==> config.mk <==
export PLATFORM = sky130hd
export DESIGN_NAME = ust_cell
export DESIGN_NICKNAME = d
export VERILOG_FILES = /design/src/hdl/ust_pkg.sv /design/src/hdl/ust_cell.sv
export SDC_FILE = /design/constraint.sdc
export NUM_CORES = 1
export LEC_CHECK = 0
export BUFFER_PORTS_ARGS = -buffer_cell sky130_fd_sc_hd__buf_2
export CORE_MARGIN = 2
export CORE_UTILIZATION = 35
export CTS_CLUSTER_SIZE = 8
export DETAILED_ROUTE_END_ITERATION = 8
export HOLD_SLACK_MARGIN = 0.12
export MAX_ROUTING_LAYER = met4
export SETUP_SLACK_MARGIN = 0.1
export SLEW_MARGIN = 20
export SYNTH_ARGS = -nofsm -noshare
export SYNTH_HDL_FRONTEND = slang
export SYNTH_SLANG_ARGS = --single-unit
==> constraint.sdc <==
create_clock -name clk -period 9 [get_ports clk]
set_clock_uncertainty 0.15 [all_clocks]
set_input_delay 1.8 -clock clk [delete_from_list [all_inputs] [get_ports clk]]
set_output_delay 1.8 -clock clk [all_outputs]
set_load 0.02 [all_outputs]
==> src/hdl/ust_pkg.sv <==
// Shared types and codes for the unordered set table.
package ust_pkg;

  localparam logic [1:0] KIND_INSERT = 2'd0;
  localparam logic [1:0] KIND_REMOVE = 2'd1;
  localparam logic [1:0] KIND_LOOKUP = 2'd2;

  localparam logic [2:0] ST_OK     = 3'd0;
  localparam logic [2:0] ST_DUP    = 3'd1;
  localparam logic [2:0] ST_FULL   = 3'd2;
  localparam logic [2:0] ST_ABSENT = 3'd3;
  localparam logic [2:0] ST_EMPTY  = 3'd4;

  // Command from the controller to every cell of the row.
  typedef struct packed {
    logic        write_last;  // the cell at the fill index takes the value
    logic        move_last;   // the matching cell takes the last member
    logic [31:0] value;
  } ust_cmd_t;

  function automatic logic is_nan(input logic [31:0] b);
    is_nan = (b[30:23] == 8'hFF) && (b[22:0] != 23'd0);
  endfunction

  function automatic logic ieee_eq(input logic [31:0] a, input logic [31:0] b);
    if (is_nan(a) || is_nan(b)) begin
      ieee_eq = 1'b0;
    end else if (((a | b) & 32'h7FFF_FFFF) == 32'd0) begin
      ieee_eq = 1'b1;
    end else begin
      ieee_eq = (a == b);
    end
  endfunction

endpackage

==> src/hdl/ust_cell.sv <==
// One slot of the table: holds a member and compares it with the request value.
module ust_cell (
  input  logic              clk,
  input  logic              occupied,
  input  logic              is_last,
  input  logic              is_fill,
  input  ust_pkg::ust_cmd_t cmd,
  input  logic [31:0]       last_value,
  output logic [31:0]       entry,
  output logic              match
);

  logic [31:0] entry_r;

  assign entry = entry_r;
  assign match = occupied && ust_pkg::ieee_eq(cmd.value, entry_r);

  always_ff @(posedge clk) begin
    if (cmd.write_last && is_fill) begin
      entry_r <= cmd.value;
    end else if (cmd.move_last && match && !is_last) begin
      entry_r <= last_value;
    end
  end

endmodule

==> summary.md <==
| Metric | Value |
|---|---|
| Global route overflow | `0` |
| Power Density | `139 nW/um^2` |
| Fmax | `0.190 GHz` |
| Fraction of layout cells with a size suffix above 1 | `33.0%` |
| Buf/Inv on CP | `3` |
| Area grow syn2layout | `32.4%` |
| Power after layout | `0.409 mW` |
| Data arrival, critical path | `3.32 ns` |
| Xor and xnor area share after synthesis | `0.395%` |
| Die area | `6980 sq um` |
| Peak VDD IR | `0.0805 mV` |
| Wire length of the first global-routing pass | `9740 um` |
| Initial antenna violation count | `0` |
| Startpoint types | `input pin` |
| Ys Warns | `0` |
| Slew margin rel. | `61.3%` |
| DP HPWL | `4970 um` |
| Die X-Extent | `83.6 um` |
| Setup TNS | `0 ns` |
| Max reg flops | `32` |
| CTS Buf Count | `5` |
| Post-synthesis compound-gate area fraction | `8.58%` |
| FF/Latch Area | `961 sq um` |
| Pin count of the biggest net entering global routing | `65` |
| Critical Path RT | `7.05 ns` |
| CTS tree | `done` |
| Leading post-synthesis cells by cell area | `edfxtp_1, ha_1, inv_1, o21ai_0, nand2_1` |
| Htree depth | `2` |
| Synthesized area | `2220 sq um` |
| Nets@finish | `452` |
| Multi-input logic area | `1010 sq um` |
| Gr usage total | `17.8%` |
| Post-route minimum period | `5.27 ns` |
| Slowest cell on crit path | `nor4_1` |
| Final Cell Area | `2930 sq um` |
| Final-report setup violation count | `0` |
| Fillers | `610` |
| Inst Count DP | `419` |
| Leak | `1.53 nW` |
| Leading area contributor after synthesis | `edfxtp_1` |
| Port-buffer cells | `102` |
| ANT nets after route | `0` |
| Seq/Total Area, Yosys | `43.4%` |
| Insertion delay to the later sink of the worst-skew pair | `0.29 ns` |
| Status | `finished clean` |
| CP Capture Type | `output pin` |
| Routed wire length | `6070 um` |
| Worst-path clk slew | `0.07 ns` |
| Slew @ Worst Pin | `0.581 ns` |
| Worst Path Max Fanout | `2` |
| Mapped Nets | `347` |
| CTS Root Cell | `clkbuf_8` |
| Slowest stage delay, CP | `0.34 ns` |
| Post-DP Area | `2830 sq um` |
| # Post-CTS Setup Buffers | `0` |
| Synthesis-stage register bit count | `32` |
| # diodes | `0` |
| Number of buffers inserted by hold repair at cts | `0` |
| Core area | `6030 sq um` |
| Clock sinks | `32` |
| Max Buffers Root-to-Sink | `2` |
| Vias in the first global route | `2076` |
| Type of the tightest min-delay check | `reg2reg` |
| Num rows | `28` |
| Most frequent cells after synthesis | `inv_1, nand2_1, edfxtp_1, ha_1, o21ai_0` |
| Initial Util | `36.8%` |
| Delay-heaviest family, CP | `simple AND/OR/NAND/NOR gates` |
| Post-synth top area share | `43.4%` |
| Ys flop type | `edfxtp_1` |
| RePlAce Congestion | `0.878` |
| Area share of fa/ha/maj cells after synthesis | `17.5%` |
| CP Cell Sequence | `buf_2, inv_1, ha_1, nor4_1, nand4_1, nor3_1, a21oi_1, nor2_1, buf_2` |
| Largest family of logic cells by synthesized area | `simple AND/OR/NAND/NOR gates` |
| Fraction of synthesized area in multiplexers | `0.508%` |
| DRC Markers | `0` |
| Number of flops mapped to enable cells by yosys | `32` |
| 1st-iter DRT viols | `82` |
| Mean post-synth cell area | `9.01 sq um` |
| WL/cell | `14.2 um` |
| Via Count | `2051` |
| RSZ-0062 raised after global routing | `no` |
| Hold WS | `1.33 ns` |
| Unique masters post-synth | `18` |
| Most common cell in the netlist | `inv_1` |
| Via density | `4.80` |
| Simple-gate share of the synthesized area | `18.0%` |
| # resized after CTS | `0` |
| Setup CP Type | `in2out` |
| Final-report max-slew violation count | `0` |
| Post-synthesis cell count | `246` |
| Final Hold Fails | `0` |
| FFs w/ async S/R, synth | `0%` |
| Pre-antenna DRT Iters | `4` |
| Max-cap violation count | `0` |
| Die H | `83.6 um` |
| Cell Count, Final, Fillers Out | `427` |
| I/O pin total | `103` |
| Crit-path most repeated cell | `buf_2` |
| Crit share post-route | `58.6%` |
[worst register-to-register path: stages, from the launching register on]
cell and delay (ns):
edfxtp_1 0.42, inv_1 0.08, ha_1 0.22, nor4_1 0.36, nand4_1 0.15, nor3_1 0.19
a21oi_1 0.11, o41ai_4 0.23, buf_4 0.43
[cell type report]
| type | instances | share of cell area (%) |
|---|---|---|
| Multi-Input combinational cell | 145 | 34.4 |
| Sequential cell | 32 | 32.8 |
| Timing Repair Buffer | 104 | 17.9 |
| Inverter | 63 | 8.06 |
| Tap cell | 75 | 3.20 |
| Clock buffer | 5 | 2.35 |
| Clock inverter | 3 | 1.28 |
[metal layers]
layer,vias to the layer above,routed length (um),global-route usage (%)
met5,-,0,-
met4,0,51,5.43
met3,6,332,3.96
met2,69,2780,27.7
met1,919,2910,23.2
li1,1057,-,-
[report_power, final]
part	internal, mW	switching, mW	leakage [nW]
logic	0.0348	0.0528	1.18
registers	0.178	0.00868	0.296
clock network	0.0806	0.0538	0.0532
total	0.294	0.115	1.53
[per-stage QoR]
stage | utilization [%] | worst slack (ns)
6_report | 48.7 | 3.73
5_1_grt | 48.7 | 3.65
4_1_cts | 48.7 | 3.69
3_5_place_dp | 46.9 | 3.69
3_3_place_gp | 46.9 | 3.71
2_1_floorplan | - | 3.84
[worst paths after layout]
path | start | end | depth (start not counted) | slack, ns
worst max-delay path | cmd[17] | match | 9 | 3.73
worst min register to register | entry[31] | entry[25] | 6 | 1.33
worst max register to register | entry[5] | entry[24] | 8 | 6.29
worst min-delay path | entry[31] | entry[25] | 6 | 1.33
[layout by cell type (no fill, tap or decap), types with 4 or more instances in the layout]
cell type and n:
nor3_1 4, clkbuf_8 5, nand4_1 14, ha_1 31, nand2_1 34, inv_1 63
buf_2 102, nor4_1 16, o21ai_0 31, edfxtp_1 32
[kinds of logic after synthesis]
| group | count (synthesis) |
|---|---|
| compound gates | 35 |
| fa+ha+maj | 31 |
| xor+xnor | 1 |
| mux | 1 |
| simple gates | 77 |
| buf+inv | 69 |
| flops | 32 |
Power figures use the tool's default switching activity.
